File: config.mk
export PLATFORM = sky130hd
export DESIGN_NAME = line_tokenizer_with_quoted_strings
export DESIGN_NICKNAME = d
export VERILOG_FILES = /design/src/design/ltok_pkg.sv /design/src/design/line_tokenizer_with_quoted_strings.sv /design/src/design/ltok_in_reg.sv /design/src/design/ltok_scan.sv /design/src/design/ltok_out_reg.sv
export SDC_FILE = /design/constraint.sdc
export NUM_CORES = 1
export LEC_CHECK = 0
export ABC_CLOCK_PERIOD_IN_PS = 3100
export BUFFER_PORTS_ARGS = -buffer_cell sky130_fd_sc_hd__buf_2
export CAP_MARGIN = 15
export CORE_MARGIN = 2
export CORE_UTILIZATION = 54
export CTS_CLUSTER_SIZE = 28
export DETAILED_ROUTE_END_ITERATION = 8
export GPL_TIMING_DRIVEN = 0
export PLACE_DENSITY = 0.83
export SLEW_MARGIN = 20
export SYNTH_ARGS = -nofsm -noshare
export SYNTH_HDL_FRONTEND = slang
export SYNTH_SLANG_ARGS = --single-unit
File: constraint.sdc
create_clock -name clk -period 3.1 [get_ports clk]
set_input_delay 0.465 -clock clk [delete_from_list [all_inputs] [get_ports clk]]
set_output_delay 0.465 -clock clk [all_outputs]
set_load 0.005 [all_outputs]
File: src/design/ltok_pkg.sv
`timescale 1ns / 1ps
// ----------------------------------------------------------------------------
// ltok_pkg
// Shared types and character codes for the line tokenizer.
// ----------------------------------------------------------------------------
package ltok_pkg;

  localparam int CharW = 8;

  localparam logic [CharW-1:0] CH_NUL       = 8'h00;
  localparam logic [CharW-1:0] CH_TAB       = 8'h09;
  localparam logic [CharW-1:0] CH_NEWLINE   = 8'h0A;
  localparam logic [CharW-1:0] CH_CR        = 8'h0D;
  localparam logic [CharW-1:0] CH_SPACE     = 8'h20;
  localparam logic [CharW-1:0] CH_QUOTE     = 8'h22;
  localparam logic [CharW-1:0] CH_SEMICOLON = 8'h3B;
  localparam logic [CharW-1:0] CH_BACKSLASH = 8'h5C;
  localparam logic [CharW-1:0] CH_LOWER_N   = 8'h6E;
  localparam logic [CharW-1:0] CH_LOWER_R   = 8'h72;
  localparam logic [CharW-1:0] CH_LOWER_T   = 8'h74;

  typedef enum logic [2:0] {
    SCAN_BETWEEN = 3'd0,
    SCAN_WORD    = 3'd1,
    SCAN_STRING  = 3'd2,
    SCAN_ESCAPE  = 3'd3,
    SCAN_COMMENT = 3'd4,
    SCAN_SKIP    = 3'd5
  } scan_state_t;

  typedef enum logic [1:0] {
    STATUS_OK     = 2'd0,
    STATUS_UNTERM = 2'd1,
    STATUS_BADESC = 2'd2
  } status_t;

  typedef struct packed {
    logic [CharW-1:0] out_byte;
    logic             byte_valid;
    logic             token_end;
    logic             line_end;
    status_t          status;
  } result_t;

  function automatic logic is_sep(input logic [CharW-1:0] c);
    return (c == CH_SPACE) || (c == CH_TAB) || (c == CH_NEWLINE);
  endfunction

endpackage

File: src/design/line_tokenizer_with_quoted_strings.sv
`timescale 1ns / 1ps
// ----------------------------------------------------------------------------
// line_tokenizer_with_quoted_strings
// Splits source lines into tokens, one character word in, one result out.
// Path: input register, then result register; the scanner between them is combinational.
// Throughput: 1 character per cycle unless the output stalls; the scanner state updates in one step.
// Reset: synchronous; both stages empty, scanner between tokens at line start.
// ----------------------------------------------------------------------------
module line_tokenizer_with_quoted_strings (
  input  logic                       clk,
  input  logic                       rst,
  input  logic                       s_axis_tvalid,
  output logic                       s_axis_tready,
  input  logic [ltok_pkg::CharW-1:0] s_axis_tdata,   // [7:0] ch
  output logic                       m_axis_tvalid,
  input  logic                       m_axis_tready,
  output logic [ltok_pkg::CharW-1:0] m_axis_tdata,   // [7:0] out_byte
  output logic                       m_axis_tlast,   // line_end
  output logic [3:0]                 m_axis_tuser    // [0] byte_valid, [1] token_end, [3:2] status
);
  import ltok_pkg::*;

  logic             advance;
  logic             ch_valid;
  logic [CharW-1:0] ch;
  result_t          result;

  ltok_in_reg u_in_reg (
    .clk           (clk),
    .rst           (rst),
    .s_axis_tvalid (s_axis_tvalid),
    .s_axis_tready (s_axis_tready),
    .s_axis_tdata  (s_axis_tdata),
    .advance       (advance),
    .ch_valid      (ch_valid),
    .ch            (ch)
  );

  ltok_scan u_scan (
    .clk     (clk),
    .rst     (rst),
    .advance (advance),
    .ch      (ch),
    .result  (result)
  );

  ltok_out_reg u_out_reg (
    .clk           (clk),
    .rst           (rst),
    .in_valid      (ch_valid),
    .load          (advance),
    .result        (result),
    .m_axis_tvalid (m_axis_tvalid),
    .m_axis_tready (m_axis_tready),
    .m_axis_tdata  (m_axis_tdata),
    .m_axis_tlast  (m_axis_tlast),
    .m_axis_tuser  (m_axis_tuser)
  );

  a_idle_after_reset: assert property (@(posedge clk)
    $past(rst) |-> !m_axis_tvalid)
    else $error("result valid right after reset");

  a_error_no_byte: assert property (@(posedge clk) disable iff (rst)
    (m_axis_tvalid && m_axis_tuser[3:2] != STATUS_OK) |-> (m_axis_tuser[1:0] == 2'b00))
    else $error("error result carries a byte or token end");

  a_no_byte_zero: assert property (@(posedge clk) disable iff (rst)
    (m_axis_tvalid && !m_axis_tuser[0]) |-> (m_axis_tdata == CH_NUL))
    else $error("nonzero byte without byte_valid");

  a_line_end_no_byte: assert property (@(posedge clk) disable iff (rst)
    (m_axis_tvalid && m_axis_tlast) |-> !m_axis_tuser[0])
    else $error("line end carries a token byte");

endmodule

File: src/design/ltok_in_reg.sv
`timescale 1ns / 1ps
// ----------------------------------------------------------------------------
// ltok_in_reg
// Input register: holds one character word until the scanner takes it.
// ----------------------------------------------------------------------------
module ltok_in_reg (
  input  logic                    clk,
  input  logic                    rst,
  input  logic                    s_axis_tvalid,
  output logic                    s_axis_tready,
  input  logic [ltok_pkg::CharW-1:0] s_axis_tdata,   // [7:0] ch
  input  logic                    advance,
  output logic                    ch_valid,
  output logic [ltok_pkg::CharW-1:0] ch
);
  import ltok_pkg::*;

  assign s_axis_tready = !ch_valid || advance;

  always_ff @(posedge clk) begin
    if (rst) begin
      ch_valid <= 1'b0;
    end else if (s_axis_tready) begin
      ch_valid <= s_axis_tvalid;
    end
  end

  always_ff @(posedge clk) begin
    if (s_axis_tvalid && s_axis_tready) begin
      ch <= s_axis_tdata;
    end
  end

endmodule

File: src/design/ltok_scan.sv
`timescale 1ns / 1ps
// ----------------------------------------------------------------------------
// ltok_scan
// Scanner state and the per-character transition and result logic.
// ----------------------------------------------------------------------------
module ltok_scan (
  input  logic                       clk,
  input  logic                       rst,
  input  logic                       advance,
  input  logic [ltok_pkg::CharW-1:0] ch,
  output ltok_pkg::result_t          result
);
  import ltok_pkg::*;

  scan_state_t scan_state;
  scan_state_t scan_state_next;

  always_ff @(posedge clk) begin
    if (rst) begin
      scan_state <= SCAN_BETWEEN;
    end else if (advance) begin
      scan_state <= scan_state_next;
    end
  end

  always_comb begin
    scan_state_next = scan_state;
    case (scan_state)
      SCAN_WORD: begin
        if (ch == CH_NUL || is_sep(ch)) begin
          scan_state_next = SCAN_BETWEEN;
        end else if (ch == CH_SEMICOLON) begin
          scan_state_next = SCAN_COMMENT;
        end
      end
      SCAN_STRING: begin
        if (ch == CH_NUL || ch == CH_QUOTE) begin
          scan_state_next = SCAN_BETWEEN;
        end else if (ch == CH_NEWLINE) begin
          scan_state_next = SCAN_SKIP;
        end else if (ch == CH_BACKSLASH) begin
          scan_state_next = SCAN_ESCAPE;
        end
      end
      SCAN_ESCAPE: begin
        if (ch == CH_NUL) begin
          scan_state_next = SCAN_BETWEEN;
        end else if (ch == CH_LOWER_N || ch == CH_LOWER_R || ch == CH_LOWER_T ||
                     ch == CH_QUOTE || ch == CH_BACKSLASH) begin
          scan_state_next = SCAN_STRING;
        end else begin
          scan_state_next = SCAN_SKIP;
        end
      end
      SCAN_COMMENT, SCAN_SKIP: begin
        if (ch == CH_NUL) begin
          scan_state_next = SCAN_BETWEEN;
        end
      end
      default: begin
        if (ch == CH_NUL || is_sep(ch)) begin
          scan_state_next = SCAN_BETWEEN;
        end else if (ch == CH_SEMICOLON) begin
          scan_state_next = SCAN_COMMENT;
        end else if (ch == CH_QUOTE) begin
          scan_state_next = SCAN_STRING;
        end else begin
          scan_state_next = SCAN_WORD;
        end
      end
    endcase
  end

  always_comb begin
    result          = '0;
    result.status   = STATUS_OK;
    result.line_end = (ch == CH_NUL);
    case (scan_state)
      SCAN_WORD: begin
        if (ch == CH_NUL || is_sep(ch) || ch == CH_SEMICOLON) begin
          result.token_end = 1'b1;
        end else begin
          result.out_byte   = ch;
          result.byte_valid = 1'b1;
        end
      end
      SCAN_STRING: begin
        if (ch == CH_NUL || ch == CH_NEWLINE) begin
          result.status = STATUS_UNTERM;
        end else if (ch == CH_QUOTE) begin
          result.token_end = 1'b1;
        end else if (ch != CH_BACKSLASH) begin
          result.out_byte   = ch;
          result.byte_valid = 1'b1;
        end
      end
      SCAN_ESCAPE: begin
        if (ch == CH_NUL || ch == CH_NEWLINE) begin
          result.status = STATUS_UNTERM;
        end else if (ch == CH_LOWER_N) begin
          result.out_byte   = CH_NEWLINE;
          result.byte_valid = 1'b1;
        end else if (ch == CH_LOWER_R) begin
          result.out_byte   = CH_CR;
          result.byte_valid = 1'b1;
        end else if (ch == CH_LOWER_T) begin
          result.out_byte   = CH_TAB;
          result.byte_valid = 1'b1;
        end else if (ch == CH_QUOTE || ch == CH_BACKSLASH) begin
          result.out_byte   = ch;
          result.byte_valid = 1'b1;
        end else begin
          result.status = STATUS_BADESC;
        end
      end
      SCAN_COMMENT, SCAN_SKIP: begin
      end
      default: begin
        if (ch != CH_NUL && !is_sep(ch) && ch != CH_SEMICOLON && ch != CH_QUOTE) begin
          result.out_byte   = ch;
          result.byte_valid = 1'b1;
        end
      end
    endcase
  end

endmodule

File: src/design/ltok_out_reg.sv
`timescale 1ns / 1ps
// ----------------------------------------------------------------------------
// ltok_out_reg
// Result register: holds one result word until the consumer takes it.
// ----------------------------------------------------------------------------
module ltok_out_reg (
  input  logic                       clk,
  input  logic                       rst,
  input  logic                       in_valid,
  output logic                       load,
  input  ltok_pkg::result_t          result,
  output logic                       m_axis_tvalid,
  input  logic                       m_axis_tready,
  output logic [ltok_pkg::CharW-1:0] m_axis_tdata,  // [7:0] out_byte
  output logic                       m_axis_tlast,  // line_end
  output logic [3:0]                 m_axis_tuser   // [0] byte_valid, [1] token_end, [3:2] status
);
  import ltok_pkg::*;

  result_t held;

  assign load = in_valid && (!m_axis_tvalid || m_axis_tready);

  always_ff @(posedge clk) begin
    if (rst) begin
      m_axis_tvalid <= 1'b0;
    end else if (!m_axis_tvalid || m_axis_tready) begin
      m_axis_tvalid <= in_valid;
    end
  end

  always_ff @(posedge clk) begin
    if (load) begin
      held <= result;
    end
  end

  assign m_axis_tdata = held.out_byte;
  assign m_axis_tlast = held.line_end;
  assign m_axis_tuser = {held.status, held.token_end, held.byte_valid};

endmodule

==> summary.txt <==
Clocking
  • Sink Count: 26
  • Clock slew seen by the registers of the worst setup and hold paths: ~0.15 ns
  • Num CTS Buffers: 3
  • Root buf cell: clkbuf_4
  • CTS-repair resized insts: 0
  • CTS Hold Bufs: 0
  • Clock tree from TritonCTS: yes
  • Clock latency on the worst-skew pair: between 0.3 and 0.4 ns
  • CTS Buffer Depth: 2
  • Total setup buffers inserted after CTS: 0
  • Total number of H-tree levels: 1

Global routing
  • Combined global-route utilization of all metal layers: 20.65%
  • Via count of the first global-routing pass: ~1,100
  • Global-route wire length before repair: a little over 5000 um
  • Gr ovfl total: 0
  • Initial antenna violation count: 0
  • Maximum number of pins on one net before global-route repair: 16

Layout
  • Ratio of cells with drive above 1 in the final layout: 22.54%
  • Count of filler cells inserted in the layout: 206
  • Flip-flop and latch area: 730.7 um^2
  • Post-synthesis to final-layout area growth: 15.59%
  • Number of nets in the layout: 186
  • Most common cell after layout, fill and taps aside: buf_2
  • Most used cells in the layout excluding fill and tap cells: 27 x buf_2, 21 x edfxtp_1, 12 x nor2_1, 10 x nand2_1, 8 x nor3_1
  • Number of diodes added for antenna fixing: 0
  • Footprint of the multi-input gates: 658.1 um^2

Power and ir drop
  • P per Cell Area: around 450 mW/mm^2
  • Pleak: approximately 0.59 nW
  • Highest ir drop seen on vdd: a little under 0.4 mV

Timing
  • Largest clock skew in the final design: 0.01563 ns
  • Number of setup violations in the final report: 0
  • Setup TNS: 0 ns
  • Minimum period implied by the final worst setup slack: ~2.9 ns
  • Fin. max-slew vios: 0
  • Setup slack after layout: ~0.23 ns
  • Final Hold Viols: 0
  • Hold slack: ~0.29 ns
  • Slew margin rel.: 48.62%
  • Unrepaired setup endpoints after global routing: false
  • Part of the cycle the worst path needs: just over 90%
  • Maximum clock frequency: 0.3487 GHz
  • Transition time of the tightest slew-check pin: 0.7600 ns

Route
  • Number of search-and-repair iterations in the first detailed-routing pass: 5
  • Mean routed wirelength per cell: 14.72 um
  • Length of routed wiring on met1: approximately 1300 um
  • Routed length on met3: approximately 180 um
  • DRC violation total after the first TritonRoute iteration: 49
  • Vias: around 1,300
  • Detail Route Antenna Nets: 0
  • Highest metal used: met4
  • Avg Vias per Cell: slightly above 6
  • Met2 wire len: approximately 1400 um
  • Remaining design rule violation count: 0
  • Final WL: roughly 3000 um

Flow run
  • Max-cap violations: 0

Synthesis
  • Share of synthesized flip-flops with an asynchronous set or reset: 0%
  • Predominant post-synthesis flop cell: edfxtp_1
  • Post-synthesis net count: between 150 and 200
  • Cell area after synthesis: roughly 0.0014 mm^2
  • Number of enable flip-flop cells after synthesis: 21
  • Number of distinct standard cells referenced by the synthesized netlist: roughly 40
  • Cell accounting for the most synthesized area: edfxtp_1
  • Multiplexer fraction of the synthesized cell area: 0%
  • Area fraction in and, or, nand and nor cells after synthesis: between 30% and 40%
  • Synthesized netlist cell count: about 140
  • Synth Register Bits: 26
  • Area contributors post-synth: edfxtp_1 44%, dfxtp_1 7.0%, nor2_1 3.2%
  • Register area share after synthesis: between 50% and 60%
  • Synth Area in Compound Gates: around an eighth
  • Dominant combinational cell family by area after synthesis: simple AND/OR/NAND/NOR gates
  • Mean area per synthesized cell: roughly 10 um^2
  • Synthesized-area fraction occupied by xor and xnor cells: 1.839%
  • Share of the synthesized area in the top cell type: 44.13%
  • Adder-Cell Fraction of Synth Area: 0%
  • Synth warn: 0

Setup path
  • Max FO, Critical Path: 8
  • Category of the critical setup timing path: reg2reg
  • Sort of element at the start of the critical path: flop
  • Worst path required time: roughly 3.2 ns
  • Arrival time of the worst setup path: 2.96 ns
  • Kind of end point of the critical path: flop
  • Register-to-Register Setup Slack: between 0.2 and 0.25 ns

Floorplanning
  • Die Span Y: approximately 55 um
  • Floorplan core area: between 0.002 and 0.0025 mm^2
  • # IOs: 27
  • Die Footprint: between 0.003 and 0.004 mm^2
  • Initial core utilization: between 50% and 60%
  • Cell row count: 18
  • Horizontal extent of the die: about 55 um

Place
  • HPWL after detailed placement: around 2200 um
  • Setup Slack @ Placement: ~0.35 ns
  • Buffers added on ports: 26
  • Global placer's final weighted congestion: 0.9026

Status
  • Result of the run: complete, no violations

Min path
  • Hold Crit Class: in2reg
[routing by layer]
| layer | track usage (%) | up-vias |
|---|---|---|
| met2 | 33.50 | 67 |
| met1 | 27.99 | 572 |
| met3 | 2.576 | 7 |
| met5 | 0 | - |
| met4 | 8.362 | 0 |
| li1 | - | 606 |
[critical path, cell delays in order, from the launching register on]
cell and delay [ns]:
edfxtp_1 0.53, nor4_1 0.68, nand4b_1 0.26, a31oi_4 0.31, nor3_2 0.09, nor3b_1 0.59, o21ai_0 0.16
[registers in the layout, indices dropped and copies added, names as in the netlist]
register	count
u_in_reg.ch	8
u_in_reg.ch_valid	1
u_out_reg.m_axis_tdata	8
u_out_reg.m_axis_tlast	1
u_out_reg.m_axis_tuser	4
u_out_reg.m_axis_tvalid	1
u_scan.scan_state	3
[cell usage after synthesis (all sizes together) (4+ instances only)]
cell / number
a21oi: 6
o21ai: 6
dfxtp: 5
clkbuf: 5
a31oi: 4
nand3: 7
nor2: 12
nand2: 10
nand2b: 4
nor3: 9
nand4: 4
inv: 5
and2: 4
edfxtp: 21
nor2b: 5
[per-stage QoR]
stage	area (um^2)	total power (W)	util, %	instances
global route	1652	0.0007835	66.07	203
finish	1652	0.0007507	66.07	203
floorplan	1429	0.0004862	-	143
global placement	1597	0.0005179	63.86	199
detailed placement	1599	0.0005204	63.96	199
CTS	1652	0.0007535	66.07	203
[worst paths after layout]
kind	startpoint	to	cells past startpoint
worst min-delay path	s_axis_tdata[7]	u_in_reg.ch[7]	1
worst max-delay path	u_in_reg.ch[5]	u_out_reg.m_axis_tdata[3]	6
worst min register to register	u_in_reg.ch_valid	u_out_reg.m_axis_tvalid	2
worst max register to register	u_in_reg.ch[5]	u_out_reg.m_axis_tdata[3]	6
[report_power, final]
group	leakage (nW)	switching, W	internal [W]
sequential	0.241	0.0000140	0.000401
combinational	0.319	0.0000559	0.0000435
clock	0.0279	0.000105	0.000131
[cells by family (layout without fill, tap and decap cells)]
kind of cell	after synthesis	after routing
and+or+nand+nor	79	79
DFF	26	26
AOI/OAI and AO/OA	24	24
buffers and inverters	11	41
xor gates and xnor gates	3	3
[area by class of cell]
cell class	count	area share, %
Sequential cell	26	44.24
Clock buffer	3	1.364
Buffer	6	1.439
Timing Repair Buffer	26	7.879
Tap cell	30	2.273
Multi-Input combinational cell	106	39.85
Inverter	5	1.136
Clock inverter	1	1.818
Power figures use the tool's default switching activity.
